$ cat config.mk
export PLATFORM = sky130hd
export DESIGN_NAME = xor_keyed_frame_decoder
export DESIGN_NICKNAME = d
export VERILOG_FILES = /design/src/rtl/xkfd_pkg.sv /design/src/rtl/xor_keyed_frame_decoder.sv /design/src/rtl/xkfd_cfg_regs.sv
export SDC_FILE = /design/constraint.sdc
export NUM_CORES = 1
export LEC_CHECK = 0
export ABC_AREA = 1
export BUFFER_PORTS_ARGS = -buffer_cell sky130_fd_sc_hd__buf_2
export CORE_UTILIZATION = 25
export CTS_CLUSTER_DIAMETER = 200
export DETAILED_ROUTE_END_ITERATION = 10
export SYNTH_ARGS = -nofsm -noshare
export SYNTH_HDL_FRONTEND = slang
export SYNTH_SLANG_ARGS = --single-unit
$ cat constraint.sdc
create_clock -name clk -period 7.91 [get_ports clk]
set_input_delay 0.3955 -clock clk [delete_from_list [all_inputs] [get_ports clk]]
set_output_delay 0.3955 -clock clk [all_outputs]
set_load 0.02 [all_outputs]
$ cat src/rtl/xkfd_pkg.sv
package xkfd_pkg;

    // Frame layout: positions counted from byte 0
    localparam logic [4:0] FRAME_LAST  = 5'd18;
    localparam logic [4:0] PRICE_FIRST = 5'd2;
    localparam logic [4:0] PRICE_LAST  = 5'd5;
    localparam logic [4:0] ITEM_FIRST  = 5'd6;
    localparam logic [4:0] ITEM_LAST   = 5'd7;
    localparam logic [4:0] STAMP_FIRST = 5'd8;
    localparam logic [4:0] STAMP_LAST  = 5'd11;

    localparam int KEY_BYTES = 18;

    // Window reset value in seconds
    localparam logic [7:0] WINDOW_RESET = 8'd8;

    // Configuration register indexes
    typedef enum logic [1:0] {
        REG_KEY_LOW  = 2'd0,
        REG_KEY_MID  = 2'd1,
        REG_KEY_HIGH = 2'd2,
        REG_WINDOW   = 2'd3
    } reg_index_t;

    // Result status codes
    typedef enum logic [1:0] {
        STATUS_OK      = 2'd0,
        STATUS_SUM_ERR = 2'd1,
        STATUS_STALE   = 2'd2
    } status_t;

    // Configuration seen by the datapath
    typedef struct packed {
        logic [8*KEY_BYTES-1:0] key;
        logic [7:0]             window;
    } cfg_t;

endpackage

$ cat src/rtl/xor_keyed_frame_decoder.sv
// Channel  | handshake                 | payload
// ---------+---------------------------+---------------------------------------
// frame    | frame_valid / frame_stall | frame_byte, frame_start, now_seconds
// result   | result_valid/result_stall | frame_status, wire_price, item_index
// cfg      | cfg_valid / cfg_ready     | cfg_index, cfg_data
//
// One frame byte is taken every cycle unless frame_stall holds it; a frame is
// 19 bytes long and its result shows in the result register in the cycle after the last byte.
// Decrypt, sum, capture and the timestamp compare all sit in the same cycle.
// Reset clears position, sums and captures; keys reset to 0, window to 8.
// frame_stall rises only while a result is held and the next byte would be
// the last byte of a frame; cfg_ready is always high.
module xor_keyed_frame_decoder (
    input  logic        clk,
    input  logic        rst_n,

    input  logic        frame_valid,
    output logic        frame_stall,
    input  logic [7:0]  frame_byte,
    input  logic        frame_start,
    input  logic signed [31:0] now_seconds,

    output logic        result_valid,
    input  logic        result_stall,
    output logic [1:0]  frame_status,
    output logic [31:0] wire_price,
    output logic [15:0] item_index,

    input  logic        cfg_valid,
    output logic        cfg_ready,
    input  logic [1:0]  cfg_index,
    input  logic [63:0] cfg_data
);

    xkfd_pkg::cfg_t cfg;

    logic [4:0]  pos_reg;
    logic [7:0]  sum_reg;
    logic [31:0] price_reg;
    logic [15:0] item_reg;
    logic [31:0] stamp_reg;

    logic                res_valid_reg;
    xkfd_pkg::status_t   res_status_reg;
    logic [31:0]         res_price_reg;
    logic [15:0]         res_item_reg;

    logic        frame_acc;
    logic        result_acc;
    logic [4:0]  pos_cur;
    logic        first_byte;
    logic        last_byte;
    logic [4:0]  key_idx;
    logic [7:0]  key_byte;
    logic [7:0]  plain;
    logic [7:0]  sum_base;
    logic [31:0] price_base;
    logic [15:0] item_base;
    logic [31:0] stamp_base;
    logic [32:0] diff;
    logic [32:0] distance;
    logic        sum_bad;
    logic        stale;

    xkfd_cfg_regs u_cfg (
        .clk       (clk),
        .rst_n     (rst_n),
        .cfg_valid (cfg_valid),
        .cfg_ready (cfg_ready),
        .cfg_index (cfg_index),
        .cfg_data  (cfg_data),
        .cfg       (cfg)
    );

    // Hold bytes only when a last byte could land on a held result
    assign frame_stall = res_valid_reg && result_stall && (pos_reg == xkfd_pkg::FRAME_LAST);
    assign frame_acc   = frame_valid && !frame_stall;
    assign result_acc  = res_valid_reg && !result_stall;

    // Restart position on a start mark
    assign pos_cur    = frame_start ? 5'd0 : pos_reg;
    assign first_byte = (pos_cur == 5'd0);
    assign last_byte  = (pos_cur == xkfd_pkg::FRAME_LAST);
    assign key_idx    = pos_cur - 5'd1;

    // Pick the key byte for this position
    always_comb
    begin
        key_byte = 8'h00;
        for (int k = 0; k < xkfd_pkg::KEY_BYTES; k++)
        begin
            if (key_idx == 5'(k))
            begin
                key_byte = cfg.key[k*8 +: 8];
            end
        end
    end

    // Decrypt; byte 0 passes in clear and clears the captures
    assign plain      = first_byte ? frame_byte : (frame_byte ^ key_byte);
    assign sum_base   = first_byte ? 8'h00  : sum_reg;
    assign price_base = first_byte ? 32'h0  : price_reg;
    assign item_base  = first_byte ? 16'h0  : item_reg;
    assign stamp_base = first_byte ? 32'h0  : stamp_reg;

    // Check the checksum and the timestamp distance
    assign sum_bad  = (plain != sum_reg);
    assign diff     = {now_seconds[31], now_seconds} - {stamp_reg[31], stamp_reg};
    assign distance = diff[32] ? (~diff + 33'd1) : diff;
    assign stale    = (distance > {25'd0, cfg.window});

    // Advance the frame state
    always_ff @(posedge clk or negedge rst_n)
    begin
        if (!rst_n)
        begin
            pos_reg   <= '0;
            sum_reg   <= '0;
            price_reg <= '0;
            item_reg  <= '0;
            stamp_reg <= '0;
        end
        else if (frame_acc)
        begin
            if (last_byte)
            begin
                pos_reg <= 5'd0;
            end
            else
            begin
                pos_reg <= pos_cur + 5'd1;
                sum_reg <= sum_base + plain;
                price_reg <= price_base;
                item_reg  <= item_base;
                stamp_reg <= stamp_base;
                if (pos_cur >= xkfd_pkg::PRICE_FIRST && pos_cur <= xkfd_pkg::PRICE_LAST)
                begin
                    price_reg <= {price_base[23:0], plain};
                end
                else if (pos_cur >= xkfd_pkg::ITEM_FIRST && pos_cur <= xkfd_pkg::ITEM_LAST)
                begin
                    item_reg <= {item_base[7:0], plain};
                end
                else if (pos_cur >= xkfd_pkg::STAMP_FIRST &&
                         pos_cur <= xkfd_pkg::STAMP_LAST)
                begin
                    stamp_reg <= {stamp_base[23:0], plain};
                end
            end
        end
    end

    // Load the result on the last byte, drop it once taken
    always_ff @(posedge clk or negedge rst_n)
    begin
        if (!rst_n)
        begin
            res_valid_reg <= 1'b0;
        end
        else if (frame_acc && last_byte)
        begin
            res_valid_reg <= 1'b1;
        end
        else if (result_acc)
        begin
            res_valid_reg <= 1'b0;
        end
    end

    always_ff @(posedge clk)
    begin
        if (frame_acc && last_byte)
        begin
            if (sum_bad)
            begin
                res_status_reg <= xkfd_pkg::STATUS_SUM_ERR;
                res_price_reg  <= '0;
                res_item_reg   <= '0;
            end
            else if (stale)
            begin
                res_status_reg <= xkfd_pkg::STATUS_STALE;
                res_price_reg  <= '0;
                res_item_reg   <= '0;
            end
            else
            begin
                res_status_reg <= xkfd_pkg::STATUS_OK;
                res_price_reg  <= price_reg;
                res_item_reg   <= item_reg;
            end
        end
    end

    assign result_valid = res_valid_reg;
    assign frame_status = res_status_reg;
    assign wire_price   = res_price_reg;
    assign item_index   = res_item_reg;

    // A last byte always yields a result beat
    a_last_gives_result: assert property (@(posedge clk) disable iff (!rst_n)
        frame_acc && last_byte |=> result_valid)
        else $error("last byte did not load a result");

    // Position never runs past the last byte
    a_pos_range: assert property (@(posedge clk) disable iff (!rst_n)
        pos_reg <= xkfd_pkg::FRAME_LAST)
        else $error("byte position out of range");

    // Rejected frames carry no price or item
    a_reject_zero: assert property (@(posedge clk) disable iff (!rst_n)
        result_valid && (frame_status != xkfd_pkg::STATUS_OK)
        |-> (wire_price == 32'h0) && (item_index == 16'h0))
        else $error("rejected frame carries payload");

    // A start mark makes the next position one
    a_start_restarts: assert property (@(posedge clk) disable iff (!rst_n)
        frame_acc && frame_start |=> pos_reg == 5'd1)
        else $error("start mark did not restart the frame");

endmodule

$ cat src/rtl/xkfd_cfg_regs.sv
module xkfd_cfg_regs (
    input  logic          clk,
    input  logic          rst_n,
    input  logic          cfg_valid,
    output logic          cfg_ready,
    input  logic [1:0]    cfg_index,
    input  logic [63:0]   cfg_data,
    output xkfd_pkg::cfg_t cfg
);

    logic [63:0] key_low_reg;
    logic [63:0] key_mid_reg;
    logic [15:0] key_high_reg;
    logic [7:0]  window_reg;

    // Take every write beat at once
    assign cfg_ready = 1'b1;

    // Decode the index and load the addressed register
    always_ff @(posedge clk or negedge rst_n)
    begin
        if (!rst_n)
        begin
            key_low_reg  <= '0;
            key_mid_reg  <= '0;
            key_high_reg <= '0;
            window_reg   <= xkfd_pkg::WINDOW_RESET;
        end
        else if (cfg_valid && cfg_ready)
        begin
            case (xkfd_pkg::reg_index_t'(cfg_index))
                xkfd_pkg::REG_KEY_LOW:  key_low_reg  <= cfg_data;
                xkfd_pkg::REG_KEY_MID:  key_mid_reg  <= cfg_data;
                xkfd_pkg::REG_KEY_HIGH: key_high_reg <= cfg_data[15:0];
                xkfd_pkg::REG_WINDOW:   window_reg   <= cfg_data[7:0];
                default:                window_reg   <= window_reg;
            endcase
        end
    end

    assign cfg.key    = {key_high_reg, key_mid_reg, key_low_reg};
    assign cfg.window = window_reg;

endmodule

# Word-level counts from Yosys, hierarchy flattened
# Cells that the tools add are included.
[word_totals] mem_bits_rw=0 out_inout_bits=53 input_bits=112 reg_bits=296 memories=0 latchBits=0 mem_bits_ro=0
[classes] eq_ne=23 n_addsub=5 div_mod_pow=0 mul=0 mux=35 n_bitwise=3 shifts=0 order_cmp=7 reduce_logical=22
[op_table] op="$mux 32" count=6
[op_table] op="$mux 8" count=20
[op_table] op="$mux 16" count=3
[op_table] op="$eq 5x4->1 const B" count=8
[op_table] op="$add 33x1->33 const B" count=1
[op_table] op="$gt 33x8->1" count=1
[op_table] op="$mux 33" count=1
[op_table] op="$not 33->33" count=1
[op_table] op="$sub 32x32->33" count=1
[op_table] op="$eq 5x3->1 const B" count=4
[op_table] op="$eq 5x5->1 const B" count=4
[op_table] op="$eq 5x2->1 const B" count=2
[op_table] op="$le 5x3->1 const B" count=2
[op_table] op="$logic_not 5->1" count=2
[op_table] op="$mux 5" count=2
[op_table] op="$reduce_and 2->1" count=5
[op_table] op="$add 8x8->8" count=1
[op_table] op="$logic_and 1x1->1" count=8
[op_table] op="$ne 8x8->1" count=1
[op_table] op="$xor 8x8->8" count=1
[op_table] op="$add 5x1->5 const B" count=1
[op_table] op="$eq 5x1->1 const B" count=1
[op_table] op="$ge 5x2->1 const B" count=1
[op_table] op="$ge 5x3->1 const B" count=1
[op_table] op="13 further kinds" count=17

# Depth between registers and ports, before layout
[depth] word_depth=26 depth_mapped=35 mapped_depth_nobuf=34

# By module
# From an unflattened synthesis, not the netlist that was laid out.
[unflattened] hier_cells=2648 hier_area_um2=18804.3
[by_module_without_submodules] mod="xor_keyed_frame_decoder" cells_per_inst=1975 n_inst=1 area_per_inst_um2=12635.9 seq_area_each_um2=3853.7
[by_module_without_submodules] mod="xkfd_cfg_regs" cells_per_inst=673 n_inst=1 area_per_inst_um2=6168.4 seq_area_each_um2=3804.9

# Least setup slack after synthesis
# No wires, ideal clock.
[synth_timing] kind="input -> register" start="input port now_seconds[0]" end="register res_price_reg[20], in the netlist wire_price[20], data pin" arrival_ns=3.998 t_required_ns=7.658 path_slack_ns=3.660 setup_ns=0.252 cell_stages=35 n_path_buf=4 path_cell_list="inv_1 -> ha_1 -> inv_1 -> fa_1 -> nand2_1 -> inv_1 -> nand2_1 -> nand3_1 -> nand2_1 -> nand2_2 -> nand2_1 -> nand2_1 -> nand3_1 -> nand3_1 -> nand2_2 -> buf_2 -> buf_2 -> nand2_1 -> xor2_1 -> inv_1 -> ha_1 -> nand4_1 -> o221a_2 -> o21ai_0 -> nand2_1 -> nand3_1 -> nor2_1 -> nand4_1 -> nand2_1 -> inv_1 -> nor2_2 -> nand3_2 -> buf_6 -> buf_6 -> nor2_2"
[synth_between] elab_chain_len=6
[synth_rtl] item="start, declared" line_no="xor_keyed_frame_decoder.sv:21" text="input logic signed [31:0] now_seconds,"
[synth_rtl] item="$sub 32x32->33 (*)" line_no="xor_keyed_frame_decoder.sv:108" text="assign diff = {now_seconds[31], now_seconds} - {stamp_reg[31], stamp_reg};"
[synth_rtl] item="$not 33->33" line_no="xor_keyed_frame_decoder.sv:109" text="assign distance = diff[32] ? (~diff + 33'd1) : diff;"
[synth_rtl] item="$add 33x1->33" line_no="xor_keyed_frame_decoder.sv:109"
[synth_rtl] item="$mux 33 (*)" line_no="xor_keyed_frame_decoder.sv:109"
[synth_rtl] item="$gt 33x8->1 (*)" line_no="xor_keyed_frame_decoder.sv:110" text="assign stale = (distance > {25'd0, cfg.window});"
[synth_rtl] item="$reduce_or 2->1 (no line) (*)"
[synth_rtl] item="end signal, assigned" line_no="xor_keyed_frame_decoder.sv:189" text="res_price_reg <= price_reg;"
[synth_rtl] item="end, declared" line_no="xor_keyed_frame_decoder.sv:45" text="logic [31:0] res_price_reg;"
# Every way passes the cells marked *; elsewhere a longest branch is shown, timed or not.
# A chain may end at the register's enable or synchronous reset.

# Worst setup path after layout
[layout_timing] start="register stamp_reg[17]" end="register res_price_reg[31], in the netlist wire_price[31], data pin"
[layout_between] elab_chain_len=6
[layout_rtl] item="start, declared" line_no="xor_keyed_frame_decoder.sv:41" text="logic [31:0] stamp_reg;"
[layout_rtl] item="start signal, assigned" line_no="xor_keyed_frame_decoder.sv:135" text="stamp_reg <= stamp_base;"
[layout_rtl] item="start signal, assigned" line_no="xor_keyed_frame_decoder.sv:147" text="stamp_reg <= {stamp_base[23:0], plain};"
[layout_rtl] item="$sub 32x32->33 (*)" line_no="xor_keyed_frame_decoder.sv:108"
[layout_rtl] item="$not 33->33" line_no="xor_keyed_frame_decoder.sv:109"
[layout_rtl] item="$add 33x1->33" line_no="xor_keyed_frame_decoder.sv:109"
[layout_rtl] item="$mux 33 (*)" line_no="xor_keyed_frame_decoder.sv:109"
[layout_rtl] item="$gt 33x8->1 (*)" line_no="xor_keyed_frame_decoder.sv:110"
[layout_rtl] item="$reduce_or 2->1 (no line) (*)"
# Marks and branches as above.

==> impl_metrics.json <==
{
  "status": "completed",
  "yosysSeqAreaShare_pct": 43.3,
  "clock_path_buffers": 3,
  "synth_common_cells": "678 x nand2_1, 359 x inv_1, 301 x o21ai_0",
  "port_buffers": 163,
  "worst-path-max-fanout": 48,
  "wl_mm": 58.0,
  "rrSetupSlack_ns": 2.86,
  "setup_violations": 0,
  "timing.setup.tns_ns": 0,
  "hold_class": "primary input to flop",
  "arrival_ns": 5.30,
  "overflow": 0,
  "die_area_mm2": 0.0718,
  "vias": 16200,
  "insertion_delay_ns": 0.55,
  "synth.top_cell.area_share_pct": 34.7,
  "postCtsSetupBuffers": 0,
  "p_leak_uw": 0.00968,
  "layout-drive-gt1-share_pct": 12.2,
  "ys_seq_elements": 296,
  "max-cap-violations": 0,
  "io_pins": 165,
  "vias_per_cell": 4.55,
  "cts.sinks": 296,
  "endpoint_kind": "flop",
  "netlist_instances": 2456,
  "antenna_found_initial": 7,
  "dp.cells": 3489,
  "fin_cells": 3553,
  "period_minus_slack_ns": 5.05,
  "worstSetupPathType": "flop to flop",
  "antenna_left": 0,
  "core_mm2": 0.0700,
  "wl_per_cell_um": 16.3,
  "slew_headroom_pct": 23.3,
  "required_ns": 8.16,
  "gp_congestion": 1.01,
  "layout.nets": 2748,
  "num_rows": 97,
  "period_share_pct": 63.8,
  "cts-resized-gates": 0,
  "hold_ws_ns": 0.114,
  "fp.dieW_um": 268,
  "ir_drop_uv": 139,
  "multi_input_area_mm2": 0.00833,
  "ff_latch_area_mm2": 0.00766,
  "syn_avg_cell_area_um2": 7.20,
  "hold_viol_final": 0,
  "cts_tree": "built",
  "synth_edf_count": 50,
  "drc": 0,
  "fillers": 7706,
  "syn_area_mm2": 0.0177,
  "synth_nets": 2618,
  "grt_pass1_wl_mm": 88.4,
  "post-dp-hpwl_mm": 44.6,
  "yosysTopAreaCell": "dfrtp_1",
  "rsz0062_at_grt": "false",
  "worstMarginPinSlew_ns": 1.15,
  "dominantRegCellSynth": "dfrtp_1",
  "synthTopCellsByArea": "dfrtp_1 35%, nand2_1 14%, o21ai_0 8.5%, edfxtp_1 8.5%, inv_1 7.6%",
  "grt_pass1_vias": 15200,
  "cts_root_buf": "clkbuf_16",
  "fin_skew_ns": 0.0253,
  "cts-buffers-inserted": 34,
  "synthArstFlopShare_pct": 83.1,
  "slew_violations": 0,
  "start_util_pct": 25.3,
  "drt_iter0_markers": 1552,
  "clkTransAtPathRegs_ns": 0.06,
  "ys_types": 49,
  "htree_num_levels": 2,
  "cp-start-kind": "flop",
  "grt_max_degree": 129,
  "grt_use_total_pct": 16.0,
  "p_per_area_mw_per_mm2": 211,
  "final_util_pct": 29.4,
  "yosysMostFrequentCell": "nand2_1",
  "area_growth_pct": 16.4,
  "fmax_mhz": 198,
  "yosysWarningCount": 0,
  "firstDrtPassIters": 5,
  "die_h_um": 268
}
## power breakdown
part / switching (uW) / internal (uW)
Sequential: 113 / 1720
Combinational: 655 / 301
Clock: 663 / 898
## cells in the final DEF (no fill, tap or decap), types with 5 or more instances in the layout
master / count
ha_1: 48
xor2_1: 22
clkbuf_16: 35
nand2_1: 678
dfrtp_1: 245
nand2_2: 10
inv_1: 358
or2_2: 19
o22ai_1: 23
nand3_1: 124
nor3_1: 15
o21bai_1: 5
nor2_2: 28
nand3b_1: 11
buf_2: 162
inv_2: 10
clkbuf_1: 8
edfxtp_1: 50
a21oi_1: 76
buf_4: 14
clkbuf_8: 8
o21ai_0: 301
nor2_1: 235
nand4_1: 61
xnor2_1: 10
## path summary, 6_finish.rpt
kind                            cells after the start             startpoint                     to
worst max-delay path                               26          stamp_reg[17]         wire_price[31]
worst min-delay path                                3           cfg_data[24]  u_cfg.key_mid_reg[24]
worst max register to register                     26          stamp_reg[17]         wire_price[31]
worst min register to register                      2  u_cfg.key_mid_reg[61]  u_cfg.key_mid_reg[61]
max in group asynchronous                           3                  rst_n          stamp_reg[28]
min in group asynchronous                           2                  rst_n  u_cfg.key_mid_reg[37]
## layer usage
| layer | GRT usage, % | vias to the layer above | wire length, um |
|---|---|---|---|
| met1 | 22.3 | 7550 | 26700 |
| met3 | 2.59 | 68 | 3320 |
| met5 | 0 | - | 64 |
| li1 | - | 8115 | - |
| met2 | 25.9 | 432 | 27000 |
| met4 | 3.64 | 10 | 1040 |
## final cells by class
type	count	share of cell area, %
Multi-Input combinational cell	1707	40.5
Sequential cell	296	37.2
Inverter	369	6.73
Tap cell	940	5.71
Clock buffer	51	4.93
Timing Repair Buffer	178	4.57
Clock inverter	10	0.389
Antenna cell	2	0.0243
## critical path: stages, from the launching register on
cell     delay [ns]
dfrtp_1        0.34
inv_1          0.07
ha_1           0.39
a21oi_1        0.27
nor2_1         0.07
nor2_1         0.29
o21ai_0        0.18
a21oi_1        0.19
nand3_1        0.11
nand2_2        0.54
nand2_1        0.13
xor2_1         0.17
inv_1          0.06
ha_1           0.31
nand4_1        0.12
o221a_2        0.24
o21ai_0        0.15
nand2_1        0.07
nand3_1        0.08
nor2_1         0.04
nand4_1        0.06
nand2_1        0.05
inv_1          0.06
nor2_2         0.06
nand3_2        0.07
buf_4          0.49
nor2_1         0.11
## metrics by stage
| stage | setup WS, ns | instance area (um^2) | total power, uW |
|---|---|---|---|
| 2_1_floorplan | 3.66 | 17700 | 2480 |
| 3_5_place_dp | 2.66 | 19500 | 2810 |
| 4_1_cts | 2.81 | 20600 | 4390 |
| 5_1_grt | 2.32 | 20600 | 4600 |
| 6_report | 2.86 | 20600 | 4350 |
| 3_3_place_gp | 2.73 | 19500 | 2810 |
## cell families after synthesis
| group | count (synthesis) | share of synthesized area, % |
|---|---|---|
| flip-flops | 296 | 43.3 |
| other | 1 | 0.0212 |
| XOR/XNOR | 36 | 2.02 |
| AND/OR/NAND/NOR | 1197 | 28.7 |
| AO/OA/AOI/OAI | 423 | 12.5 |
| buffers and inverters | 453 | 9.86 |
| adder cells (fa/ha/maj) | 50 | 3.62 |
## repair_timing
item / in CTS / in global routing
setup endpoints to repair: 0 / 0
hold buffers: 1 / 0
hold endpoints to repair: 107 / 0
Note: power is estimated with default switching activity, not from simulation.
